$ cat src/sv/yrp_pkg.sv
// ----------------------------------------------------------------------------
// yrp_pkg: shared definitions for the YUV chroma resample pipeline
// Defaults, register indexes, controller states, fixed-point coefficient
// helper and the divider status bundle.
// ----------------------------------------------------------------------------
package yrp_pkg;

  localparam int MAX_FACTOR_DEF    = 8;
  localparam int FRACTION_BITS_DEF = 10;
  localparam int CFG_IDX_W         = 3;
  localparam int CFG_DATA_W        = 9;
  localparam int DIV_W             = 10;

  typedef enum logic [CFG_IDX_W-1:0] {
    REG_LUMA_FACTOR    = 3'd0,
    REG_CB_FACTOR      = 3'd1,
    REG_CR_FACTOR      = 3'd2,
    REG_EDGE_THRESHOLD = 3'd3,
    REG_CLAMP_ENABLE   = 3'd4,
    REG_QUANT_LEVELS   = 3'd5
  } cfg_reg_t;

  typedef enum logic [3:0] {
    ST_IDLE,
    ST_FWD,
    ST_URD,
    ST_UWR,
    ST_APPEND,
    ST_ERD,
    ST_ECHK,
    ST_BACK,
    ST_STEP,
    ST_QDIV,
    ST_OUT
  } ctl_state_t;

  typedef struct packed {
    logic busy;
    logic done;
  } div_stat_t;

  // Coefficient m/1000 scaled by 2^fb, rounded half away from zero.
  function automatic int fixp(input int m, input int fb);
    int res;
    if (m >= 0) begin
      res = (m * (1 << fb) + 500) / 1000;
    end else begin
      res = -(((-m) * (1 << fb) + 500) / 1000);
    end
    return res;
  endfunction

endpackage

$ cat src/sv/yrp_rgb2yuv.sv
// ----------------------------------------------------------------------------
// yrp_rgb2yuv: forward color conversion
// Two-stage pipeline: registered products, then registered channel sums.
// ----------------------------------------------------------------------------
module yrp_rgb2yuv #(
  parameter int FRACTION_BITS = yrp_pkg::FRACTION_BITS_DEF
) (
  input  logic                            clk,
  input  logic [7:0]                      red,
  input  logic [7:0]                      green,
  input  logic [7:0]                      blue,
  output logic signed [FRACTION_BITS+9:0] y,
  output logic signed [FRACTION_BITS+9:0] u,
  output logic signed [FRACTION_BITS+9:0] v
);
  import yrp_pkg::*;

  localparam int YW = FRACTION_BITS + 10;
  localparam logic signed [YW-1:0] K_YR = YW'(fixp(299, FRACTION_BITS));
  localparam logic signed [YW-1:0] K_YG = YW'(fixp(587, FRACTION_BITS));
  localparam logic signed [YW-1:0] K_YB = YW'(fixp(114, FRACTION_BITS));
  localparam logic signed [YW-1:0] K_UR = YW'(fixp(-147, FRACTION_BITS));
  localparam logic signed [YW-1:0] K_UG = YW'(fixp(-289, FRACTION_BITS));
  localparam logic signed [YW-1:0] K_UB = YW'(fixp(436, FRACTION_BITS));
  localparam logic signed [YW-1:0] K_VR = YW'(fixp(615, FRACTION_BITS));
  localparam logic signed [YW-1:0] K_VG = YW'(fixp(-515, FRACTION_BITS));
  localparam logic signed [YW-1:0] K_VB = YW'(fixp(-100, FRACTION_BITS));

  logic signed [YW-1:0] rs, gs, bs;
  logic signed [YW-1:0] p_yr, p_yg, p_yb, p_ur, p_ug, p_ub, p_vr, p_vg, p_vb;

  assign rs = $signed({{(YW-8){1'b0}}, red});
  assign gs = $signed({{(YW-8){1'b0}}, green});
  assign bs = $signed({{(YW-8){1'b0}}, blue});

  always_ff @(posedge clk) begin
    p_yr <= rs * K_YR;
    p_yg <= gs * K_YG;
    p_yb <= bs * K_YB;
    p_ur <= rs * K_UR;
    p_ug <= gs * K_UG;
    p_ub <= bs * K_UB;
    p_vr <= rs * K_VR;
    p_vg <= gs * K_VG;
    p_vb <= bs * K_VB;
  end

  always_ff @(posedge clk) begin
    y <= p_yr + p_yg + p_yb;
    u <= p_ur + p_ug + p_ub;
    v <= p_vr + p_vg + p_vb;
  end

endmodule

$ cat src/sv/yrp_yuv2rgb.sv
// ----------------------------------------------------------------------------
// yrp_yuv2rgb: inverse color conversion with rounding and range handling
// Three stages: products, sums, then rounding with saturation or wrap.
// ----------------------------------------------------------------------------
module yrp_yuv2rgb #(
  parameter int FRACTION_BITS = yrp_pkg::FRACTION_BITS_DEF
) (
  input  logic                            clk,
  input  logic signed [FRACTION_BITS+9:0] y,
  input  logic signed [FRACTION_BITS+9:0] u,
  input  logic signed [FRACTION_BITS+9:0] v,
  input  logic                            clamp_en,
  output logic [7:0]                      red,
  output logic [7:0]                      green,
  output logic [7:0]                      blue
);
  import yrp_pkg::*;

  localparam int YW = FRACTION_BITS + 10;
  localparam int AW = YW + FRACTION_BITS + 4;
  localparam logic signed [AW-1:0] K_RV = AW'(fixp(1140, FRACTION_BITS));
  localparam logic signed [AW-1:0] K_GU = AW'(fixp(-395, FRACTION_BITS));
  localparam logic signed [AW-1:0] K_GV = AW'(fixp(-581, FRACTION_BITS));
  localparam logic signed [AW-1:0] K_BU = AW'(fixp(2032, FRACTION_BITS));
  localparam logic [AW-1:0] HALF = AW'(1) << (2 * FRACTION_BITS - 1);

  logic signed [AW-1:0] ye, ue, ve;
  logic signed [AW-1:0] p_y, p_rv, p_gu, p_gv, p_bu;
  logic signed [AW-1:0] acc_r, acc_g, acc_b;

  assign ye = AW'(y);
  assign ue = AW'(u);
  assign ve = AW'(v);

  always_ff @(posedge clk) begin
    p_y  <= ye <<< FRACTION_BITS;
    p_rv <= ve * K_RV;
    p_gu <= ue * K_GU;
    p_gv <= ve * K_GV;
    p_bu <= ue * K_BU;
  end

  always_ff @(posedge clk) begin
    acc_r <= p_y + p_rv;
    acc_g <= p_y + p_gu + p_gv;
    acc_b <= p_y + p_bu;
  end

  // Round half away from zero, then saturate or keep the low byte.
  function automatic logic [7:0] finish(input logic signed [AW-1:0] acc, input logic sat);
    logic [AW-1:0]        mag;
    logic [AW-1:0]        t;
    logic signed [AW-1:0] rv;
    logic [7:0]           res;
    mag = acc[AW-1] ? AW'(-acc) : AW'(acc);
    t   = (mag + HALF) >> (2 * FRACTION_BITS);
    rv  = acc[AW-1] ? -$signed(t) : $signed(t);
    if (sat) begin
      if (rv < 0) begin
        res = 8'd0;
      end else if (rv > AW'(255)) begin
        res = 8'd255;
      end else begin
        res = rv[7:0];
      end
    end else begin
      res = rv[7:0];
    end
    return res;
  endfunction

  always_ff @(posedge clk) begin
    red   <= finish(acc_r, clamp_en);
    green <= finish(acc_g, clamp_en);
    blue  <= finish(acc_b, clamp_en);
  end

endmodule

$ cat src/sv/yrp_divider.sv
// ----------------------------------------------------------------------------
// yrp_divider: restoring unsigned divider
// Produces one quotient bit per cycle; done pulses after the last bit.
// ----------------------------------------------------------------------------
module yrp_divider #(
  parameter int W = yrp_pkg::DIV_W
) (
  input  logic                 clk,
  input  logic                 rst,
  input  logic                 start,
  input  logic [W-1:0]         dividend,
  input  logic [W-1:0]         divisor,
  output logic [W-1:0]         quotient,
  output yrp_pkg::div_stat_t   status
);
  import yrp_pkg::*;

  localparam int CNTW = $clog2(W + 1);

  logic [W-1:0]    rem, quo, dvs;
  logic [W:0]      trial;
  logic [CNTW-1:0] cnt;
  logic            busy, done;

  assign trial    = {rem, quo[W-1]} - {1'b0, dvs};
  assign quotient = quo;
  assign status   = '{busy: busy, done: done};

  always_ff @(posedge clk) begin
    if (rst) begin
      busy <= 1'b0;
      done <= 1'b0;
      cnt  <= '0;
    end else begin
      done <= 1'b0;
      if (start) begin
        busy <= 1'b1;
        cnt  <= CNTW'(W);
      end else if (busy) begin
        cnt <= cnt - 1'b1;
        if (cnt == CNTW'(1)) begin
          busy <= 1'b0;
          done <= 1'b1;
        end
      end
    end
  end

  always_ff @(posedge clk) begin
    if (start) begin
      rem <= '0;
      quo <= dividend;
      dvs <= divisor;
    end else if (busy) begin
      if (!trial[W]) begin
        rem <= trial[W-1:0];
        quo <= {quo[W-2:0], 1'b1};
      end else begin
        rem <= {rem[W-2:0], quo[W-1]};
        quo <= {quo[W-2:0], 1'b0};
      end
    end
  end

endmodule

$ cat src/sv/yuv_chroma_resample_pipeline_core.sv
// ----------------------------------------------------------------------------
// yuv_chroma_resample_pipeline_core: RGB to YUV, subsample, refill, back to RGB
// Buffers pixels in a small synchronous memory until every channel of a
// pixel is resolved, then rebuilds and optionally quantizes each pixel.
// ----------------------------------------------------------------------------
// One request is processed at a time. A request passes through acceptance, the
// forward conversion, the append and the first read of the oldest pending entry;
// before the append, each pixel already waiting in the pending memory is read,
// refilled and written back in turn. When the oldest entry is still unresolved,
// a check state finds this before the next request can be taken. Every pixel
// that becomes resolved then passes through the check, the inverse conversion
// pipeline, the output state and the read of the next entry. Quantization with
// a step adds a pass of the bit-serial divider per pixel, plus one more pass
// once after quant_levels is written, when the quantizer step is derived.
// Result delivery waits for out_ready; no new request is taken until all
// resolved pixels have been delivered. The pending memory holds MAX_FACTOR
// entries, enough for the largest factor, and needs no clearing after reset.
// ----------------------------------------------------------------------------
module yuv_chroma_resample_pipeline_core #(
  parameter int MAX_FACTOR    = yrp_pkg::MAX_FACTOR_DEF,
  parameter int FRACTION_BITS = yrp_pkg::FRACTION_BITS_DEF
) (
  input  logic                           clk,
  input  logic                           rst,
  input  logic                           in_valid,
  output logic                           in_ready,
  input  logic [7:0]                     red_in,
  input  logic [7:0]                     green_in,
  input  logic [7:0]                     blue_in,
  input  logic                           end_of_image,
  output logic                           out_valid,
  input  logic                           out_ready,
  output logic [7:0]                     red_out,
  output logic [7:0]                     green_out,
  output logic [7:0]                     blue_out,
  output logic                           last_out,
  input  logic                           cfg_write,
  input  logic [yrp_pkg::CFG_IDX_W-1:0]  cfg_index,
  input  logic [yrp_pkg::CFG_DATA_W-1:0] cfg_data
);
  import yrp_pkg::*;

  localparam int YW = FRACTION_BITS + 10;
  localparam int CW = $clog2(MAX_FACTOR + 1);
  localparam int PW = (MAX_FACTOR > 1) ? $clog2(MAX_FACTOR) : 1;

  // One pending entry: unresolved flags and the three channel values.
  typedef struct packed {
    logic [2:0]         open;
    logic [2:0][YW-1:0] val;
  } pend_t;

  // Configuration registers.
  logic [3:0] luma_factor, cb_factor, cr_factor;
  logic [8:0] edge_threshold, quant_levels;
  logic       clamp_enable;

  // Control state.
  ctl_state_t    state, state_next;
  logic [PW-1:0] head;
  logic [CW-1:0] pend_count;
  logic [CW-1:0] k;
  logic [PW-1:0] phase [3];
  logic [1:0]    wcnt;
  logic          step_ok;
  logic [2:0]    keep;
  logic          eoi_q;

  // Payload.
  logic [7:0]           r_q, g_q, b_q;
  logic signed [YW-1:0] cur [3];
  logic [YW-1:0]        kept [3];
  logic [8:0]           step;

  // Pending memory.
  pend_t         mem [MAX_FACTOR];
  pend_t         mem_rdata, mem_wdata;
  logic          mem_we;
  logic [PW-1:0] mem_waddr, mem_raddr;

  // Converters and dividers.
  logic [7:0]       x_r, x_g, x_b;
  logic             div_start, div_step_sel;
  logic [DIV_W-1:0] dvd [3];
  logic [DIV_W-1:0] dvs [3];
  logic [DIV_W-1:0] quo [3];
  div_stat_t        dstat [3];

  // Quantizer decode.
  logic       q_bypass, q_zero;
  logic [7:0] q_n;

  logic [PW-1:0] slot_k, slot_tail, head_inc;
  pend_t         upd_entry, new_entry;

  function automatic logic [PW-1:0] wrap(input logic [PW-1:0] base, input logic [CW-1:0] off);
    logic [CW:0] s;
    s = (CW+1)'(base) + (CW+1)'(off);
    if (s >= (CW+1)'(MAX_FACTOR)) begin
      s = s - (CW+1)'(MAX_FACTOR);
    end
    return PW'(s);
  endfunction

  function automatic logic [4:0] eff_factor(input logic [3:0] f);
    logic [4:0] res;
    if (f == 4'd0) begin
      res = 5'd1;
    end else if ({1'b0, f} > 5'(MAX_FACTOR)) begin
      res = 5'(MAX_FACTOR);
    end else begin
      res = {1'b0, f};
    end
    return res;
  endfunction

  // Average of left and right when they are close, else the left value.
  function automatic logic [YW-1:0] fill(input logic signed [YW-1:0] l,
                                        input logic signed [YW-1:0] r,
                                        input logic [8:0] thr);
    logic signed [YW:0] d, s;
    logic [YW:0]        ad;
    logic [YW-1:0]      res;
    d  = (YW+1)'(l) - (YW+1)'(r);
    ad = d[YW] ? (YW+1)'(-d) : (YW+1)'(d);
    s  = (YW+1)'(l) + (YW+1)'(r);
    if (ad > (YW+1)'({thr, {FRACTION_BITS{1'b0}}})) begin
      res = l;
    end else begin
      res = YW'(s >>> 1);
    end
    return res;
  endfunction

  assign slot_k    = wrap(head, k);
  assign slot_tail = wrap(head, pend_count);
  assign head_inc  = wrap(head, CW'(1));

  yrp_rgb2yuv #(.FRACTION_BITS(FRACTION_BITS)) u_fwd (
    .clk   (clk),
    .red   (r_q),
    .green (g_q),
    .blue  (b_q),
    .y     (cur[0]),
    .u     (cur[1]),
    .v     (cur[2])
  );

  yrp_yuv2rgb #(.FRACTION_BITS(FRACTION_BITS)) u_back (
    .clk      (clk),
    .y        ($signed(mem_rdata.val[0])),
    .u        ($signed(mem_rdata.val[1])),
    .v        ($signed(mem_rdata.val[2])),
    .clamp_en (clamp_enable),
    .red      (x_r),
    .green    (x_g),
    .blue     (x_b)
  );

  // Quantizer operands. Lane zero also derives the step when it is stale.
  assign q_bypass = (quant_levels == 9'd0) || (quant_levels > 9'd256);
  assign q_zero   = (quant_levels == 9'd1);
  assign q_n      = 8'(quant_levels - 9'd1);

  always_comb begin
    dvd[0] = div_step_sel ? (DIV_W'(10'd512) + DIV_W'(q_n)) : (DIV_W'({x_r, 1'b0}) + DIV_W'(step));
    dvs[0] = div_step_sel ? DIV_W'({q_n, 1'b0}) : DIV_W'({step, 1'b0});
    dvd[1] = DIV_W'({x_g, 1'b0}) + DIV_W'(step);
    dvs[1] = DIV_W'({step, 1'b0});
    dvd[2] = DIV_W'({x_b, 1'b0}) + DIV_W'(step);
    dvs[2] = DIV_W'({step, 1'b0});
  end

  for (genvar i = 0; i < 3; i++) begin : g_div
    yrp_divider #(.W(DIV_W)) u_div (
      .clk      (clk),
      .rst      (rst),
      .start    (div_start),
      .dividend (dvd[i]),
      .divisor  (dvs[i]),
      .quotient (quo[i]),
      .status   (dstat[i])
    );
  end

  // Memory: one write port, one registered read port.
  always_ff @(posedge clk) begin
    if (mem_we) begin
      mem[mem_waddr] <= mem_wdata;
    end
    mem_rdata <= mem[mem_raddr];
  end

  // Refill of a waiting entry, and the entry built from the new pixel.
  always_comb begin
    upd_entry = mem_rdata;
    new_entry = '0;
    for (int c = 0; c < 3; c++) begin
      if (mem_rdata.open[c]) begin
        if (keep[c]) begin
          upd_entry.val[c]  = fill($signed(kept[c]), cur[c], edge_threshold);
          upd_entry.open[c] = 1'b0;
        end else if (eoi_q) begin
          upd_entry.val[c]  = kept[c];
          upd_entry.open[c] = 1'b0;
        end
      end
      if (keep[c]) begin
        new_entry.val[c] = cur[c];
      end else if (eoi_q) begin
        new_entry.val[c] = kept[c];
      end else begin
        new_entry.open[c] = 1'b1;
      end
    end
  end

  // Next state.
  always_comb begin
    state_next = state;
    case (state)
      ST_IDLE: begin
        if (in_valid) begin
          state_next = ST_FWD;
        end
      end
      ST_FWD: begin
        if (wcnt == 2'd1) begin
          state_next = (pend_count == '0) ? ST_APPEND : ST_URD;
        end
      end
      ST_URD: state_next = ST_UWR;
      ST_UWR: begin
        state_next = (k + 1'b1 == pend_count) ? ST_APPEND : ST_URD;
      end
      ST_APPEND: state_next = ST_ERD;
      ST_ERD: begin
        state_next = (pend_count == '0) ? ST_IDLE : ST_ECHK;
      end
      ST_ECHK: begin
        state_next = (|mem_rdata.open) ? ST_IDLE : ST_BACK;
      end
      ST_BACK: begin
        if (wcnt == 2'd2) begin
          if (q_bypass || q_zero) begin
            state_next = ST_OUT;
          end else if (step_ok) begin
            state_next = ST_QDIV;
          end else begin
            state_next = ST_STEP;
          end
        end
      end
      ST_STEP: begin
        if (dstat[0].done) begin
          state_next = ST_BACK;
        end
      end
      ST_QDIV: begin
        if (dstat[0].done) begin
          state_next = ST_OUT;
        end
      end
      ST_OUT: begin
        if (out_ready) begin
          state_next = ST_ERD;
        end
      end
      default: state_next = ST_IDLE;
    endcase
  end

  // Outputs of the controller.
  always_comb begin
    in_ready     = 1'b0;
    out_valid    = 1'b0;
    mem_we       = 1'b0;
    mem_waddr    = slot_k;
    mem_wdata    = upd_entry;
    mem_raddr    = head;
    div_start    = 1'b0;
    div_step_sel = 1'b0;
    case (state)
      ST_IDLE: in_ready = 1'b1;
      ST_URD:  mem_raddr = slot_k;
      ST_UWR:  mem_we = 1'b1;
      ST_APPEND: begin
        mem_we    = (pend_count < CW'(MAX_FACTOR));
        mem_waddr = slot_tail;
        mem_wdata = new_entry;
      end
      ST_BACK: begin
        if (wcnt == 2'd2 && !q_bypass && !q_zero) begin
          div_start    = 1'b1;
          div_step_sel = !step_ok;
        end
      end
      ST_OUT:  out_valid = 1'b1;
      default: ;
    endcase
  end

  // Control registers.
  always_ff @(posedge clk) begin
    if (rst) begin
      state          <= ST_IDLE;
      head           <= '0;
      pend_count     <= '0;
      k              <= '0;
      wcnt           <= '0;
      step_ok        <= 1'b0;
      keep           <= '0;
      eoi_q          <= 1'b0;
      luma_factor    <= 4'd1;
      cb_factor      <= 4'd1;
      cr_factor      <= 4'd1;
      edge_threshold <= 9'd10;
      clamp_enable   <= 1'b1;
      quant_levels   <= 9'd0;
      for (int c = 0; c < 3; c++) begin
        phase[c] <= '0;
      end
    end else begin
      state <= state_next;
      if (cfg_write) begin
        case (cfg_index)
          REG_LUMA_FACTOR:    luma_factor <= cfg_data[3:0];
          REG_CB_FACTOR:      cb_factor <= cfg_data[3:0];
          REG_CR_FACTOR:      cr_factor <= cfg_data[3:0];
          REG_EDGE_THRESHOLD: edge_threshold <= cfg_data;
          REG_CLAMP_ENABLE:   clamp_enable <= cfg_data[0];
          REG_QUANT_LEVELS: begin
            quant_levels <= cfg_data;
            step_ok      <= 1'b0;
          end
          default: ;
        endcase
      end
      case (state)
        ST_IDLE: begin
          wcnt <= '0;
          k    <= '0;
          if (in_valid) begin
            eoi_q <= end_of_image;
            for (int c = 0; c < 3; c++) begin
              logic [4:0] p1;
              logic [4:0] ef;
              p1 = 5'(phase[c]) + 5'd1;
              ef = (c == 0) ? eff_factor(luma_factor) :
                   (c == 1) ? eff_factor(cb_factor) : eff_factor(cr_factor);
              keep[c] <= (phase[c] == '0);
              if (end_of_image || p1 >= ef) begin
                phase[c] <= '0;
              end else begin
                phase[c] <= PW'(p1);
              end
            end
          end
        end
        ST_FWD:  wcnt <= wcnt + 2'd1;
        ST_UWR:  k <= k + 1'b1;
        ST_APPEND: begin
          if (pend_count < CW'(MAX_FACTOR)) begin
            pend_count <= pend_count + 1'b1;
          end
        end
        ST_ECHK: wcnt <= '0;
        ST_BACK: begin
          if (wcnt != 2'd2) begin
            wcnt <= wcnt + 2'd1;
          end
        end
        ST_STEP: begin
          if (dstat[0].done) begin
            step_ok <= 1'b1;
          end
        end
        ST_OUT: begin
          if (out_ready) begin
            head       <= head_inc;
            pend_count <= pend_count - 1'b1;
          end
        end
        default: ;
      endcase
    end
  end

  // Payload registers.
  always_ff @(posedge clk) begin
    if (state == ST_IDLE && in_valid) begin
      r_q <= red_in;
      g_q <= green_in;
      b_q <= blue_in;
    end
    if (state == ST_APPEND) begin
      for (int c = 0; c < 3; c++) begin
        if (keep[c]) begin
          kept[c] <= cur[c];
        end
      end
    end
    if (state == ST_STEP && dstat[0].done) begin
      step <= 9'(quo[0]);
    end
    if (state == ST_ERD) begin
      last_out <= eoi_q && (pend_count == CW'(1));
    end
    if (state == ST_BACK && wcnt == 2'd2) begin
      if (q_zero) begin
        red_out   <= 8'd0;
        green_out <= 8'd0;
        blue_out  <= 8'd0;
      end else begin
        red_out   <= x_r;
        green_out <= x_g;
        blue_out  <= x_b;
      end
    end
    if (state == ST_QDIV && dstat[0].done) begin
      for (int c = 0; c < 3; c++) begin
        logic [DIV_W+8:0] qp;
        logic [7:0]       qv;
        qp = (DIV_W+9)'(quo[c]) * (DIV_W+9)'(step);
        qv = (qp > (DIV_W+9)'(255)) ? 8'd255 : qp[7:0];
        case (c)
          0:       red_out <= qv;
          1:       green_out <= qv;
          default: blue_out <= qv;
        endcase
      end
    end
  end

`ifndef SYNTHESIS
  a_count_bound: assert property (@(posedge clk) disable iff (rst)
    pend_count <= CW'(MAX_FACTOR))
    else $error("pending count above buffer depth");

  a_one_side: assert property (@(posedge clk) disable iff (rst)
    !(in_ready && out_valid))
    else $error("request taken while a result is offered");

  a_last_drains: assert property (@(posedge clk) disable iff (rst)
    (out_valid && out_ready && last_out) |=> (pend_count == '0))
    else $error("pixels left pending after the final pixel");

  a_eoi_resets_phase: assert property (@(posedge clk) disable iff (rst)
    (in_valid && in_ready && end_of_image) |=>
      (phase[0] == '0 && phase[1] == '0 && phase[2] == '0))
    else $error("phases not cleared at image end");

  a_div_lanes_agree: assert property (@(posedge clk) disable iff (rst)
    dstat[0].done |-> (dstat[1].done == dstat[2].done))
    else $error("divider lanes out of step");
`endif

endmodule
$ cat config.mk
export PLATFORM = sky130hd
export DESIGN_NAME = yuv_chroma_resample_pipeline_core
export DESIGN_NICKNAME = d
export VERILOG_FILES = /design/src/sv/yrp_pkg.sv /design/src/sv/yrp_rgb2yuv.sv /design/src/sv/yrp_yuv2rgb.sv /design/src/sv/yrp_divider.sv /design/src/sv/yuv_chroma_resample_pipeline_core.sv
export SDC_FILE = /design/constraint.sdc
export NUM_CORES = 2
export LEC_CHECK = 0
export BUFFER_PORTS_ARGS = -buffer_cell sky130_fd_sc_hd__buf_2
export CAP_MARGIN = 25
export CELL_PAD_IN_SITES_DETAIL_PLACEMENT = 0
export CELL_PAD_IN_SITES_GLOBAL_PLACEMENT = 1
export CORE_ASPECT_RATIO = 0.8
export CORE_MARGIN = 2
export CORE_UTILIZATION = 46
export DETAILED_ROUTE_END_ITERATION = 8
export PLACE_DENSITY = 0.77
export SLEW_MARGIN = 20
export SYNTH_ARGS = -nofsm -noshare
export SYNTH_HDL_FRONTEND = slang
export SYNTH_HIERARCHICAL = 1
export SYNTH_SLANG_ARGS = --single-unit
$ cat constraint.sdc
create_clock -name clk -period 7.4 [get_ports clk]
set_clock_uncertainty 0.2 [all_clocks]
set_input_delay 0.37 -clock clk [delete_from_list [all_inputs] [get_ports clk]]
set_output_delay 0.37 -clock clk [all_outputs]
set_load 0.01 [all_outputs]
==> metrics.txt <==
outcome completed; Starting Density 46.4%; synthesized area 101,000 um2; CP Cell Sequence inv_1, ha_1, fa_1, nand2b_1, a21oi_1, o21a_1, a31oi_1, xnor2_1, nor4_1, nand3_1, nand2_1, xor2_1, ha_1, and4_1, nand4_1, nor2_1, nand3b_1, or4_1, a222oi_1, or2_2, buf_4, a21oi_1, o31ai_1; vias in the first global route 72,600; Nets 11,700; setup TNS 0 ps; CP Launch Point kept[0][20]; core area 218,000 um2; die width 528 um; CTS tree built; Ys Warns 6; utilization after layout 50.7%; vias per std cell 5.65; Startpoint Class register; placement row count 153; layout cell share with drive strength beyond 1 8.28%; Synth Instances 9,726; Die Area 224,000 um2; RSZ-0062 raised after global routing false; clk buf depth 4; Max-Cap Viols 0; initial antenna violation count 15; crit share post-route 93.0%; I/O pins 69; worst hold start cfg_write; worst min path class in -> reg; Critical R2R Launch kept[0][20]; Synth Area per Inst 10.4 um2; worst reg2reg endpoint mem[6][23]; Pins Over Slew Limit 0; Final Cell Area 110,000 um2; DR WL/cell 20.9 um; total congestion overflow 0; first-pass GRT wire length 418,000 um; via count 72,300; final hold violations 0; Reg2Reg Depth 23; All-Layer GR Usage 23.8%; end of the critical path mem[6][23]; Clock Latency Late Sink 860 ps; Max Freq 145 MHz; port buffer count 68; post-CTS setup buffers 0; area of the multi-input gates 61,600 um2; critical path endpoint category register; most frequent cells in the layout 1,330 x inv_1, 1,217 x ha_1, 691 x edfxtp_1; TritonCTS buffer count 150; storage element area 33,300 um2; commonest non-fill, non-tap cell in the layout inv_1; 1st-iter DRT viols 5,620; worst-margin pin slew 1110 ps; Final GP Congestion 0.905; area grow syn2layout 9.18%; min cycle time layout 6880 ps; number of fill cells 19,400; CP Class reg -> reg; Hold Worst Slack 62.1 ps; first-pass iteration count of the detailed router 6; required time of the worst setup path 7720 ps; Clock Sinks 1,317; antenna viol nets, final 0; reg-to-reg setup timing slack 520 ps; Max FO, Critical Path 12; CP peak stage delay 630 ps; Detailed Route WL 268,000 um; # H-tree levels 4; DPL Wire Length 203,000 um; Slew headroom 25.9%; drt drc 0; Placed Area 105,000 um2; clk root buf clkbuf_16; clk slew on worst S/H paths 70 ps; largest net degree at the start of global routing 114; Die Ht 423 um; # setup viols final 0; slowest cell on the critical path o31ai_1; Worst Path Arrival 7200 ps
## metrics by stage
stage | instances | setup WS (ps)
4_1_cts | 12800 | 413
6_report | 12800 | 520
3_5_place_dp | 12500 | 425
2_1_floorplan | 9728 | 774
3_3_place_gp | 12500 | 490
5_1_grt | 12800 | 31.9
## routing by layer
metal  share of wire [%]  vias to the layer above  GRT usage [%]
li1                    -                    34300              -
met1                  46                    35600           34.2
met2                  45                     2067           37.8
met3                 6.2                      316           3.12
met4                 2.6                        0           5.86
met5                   0                        -              0
## area by class of cell
cell class                 instances  area share (%)
clock inverter                    75           0.662
multi-input combinational       6767            55.8
tap                             2867            3.25
antenna                            6          0.0136
timing repair buffer             247            1.85
sequential                      1317            30.2
inverter                        1332            4.53
clock buffer                     187            3.70
## worst max-delay path: cells and delay by family, from the launching register on
| kind | cells | cell delay, ps |
|---|---|---|
| fa+ha+maj | 3 | 1010 |
| compound gates | 6 | 2030 |
| simple gates | 10 | 2340 |
| xor+xnor | 2 | 290 |
| flops | 1 | 440 |
| buf+inv | 2 | 280 |
## worst min path at each step
stage                            endpoint  slack, ps  depth (start not counted)
after global placement    u_back/acc_b[2]        110                          0
final                     quant_levels[8]         60                          6
after global routing               b_q[7]         30                          2
after CTS                          b_q[0]         10                          2
after detailed placement  u_back/acc_b[5]        110                          0
after floorplan           u_back/acc_b[1]        110                          0
## state kept, by name, indices dropped and copies added, names as in the netlist, 30 cells and up
signal and flops:
g_div.u_div/dvs 30, g_div.u_div/quotient 30, g_div.u_div/rem 30, kept 60, mem 504, mem_rdata 63
u_back/acc_b 34, u_back/acc_g 34, u_back/acc_r 32, u_back/p_bu 33, u_back/p_gv 31, u_back/p_rv 31
## repair_timing
item / 4_1_cts / 5_1_grt
hold buffers: 50 / 0
endpoints found under the setup margin: 0 / 132
hold endpoints to repair: 82 / 0
gates resized for setup: 0 / 10
Power is left out: the tool's default activity adds up to more than one toggle a clock period on the data nets, which glitch-free logic cannot reach.
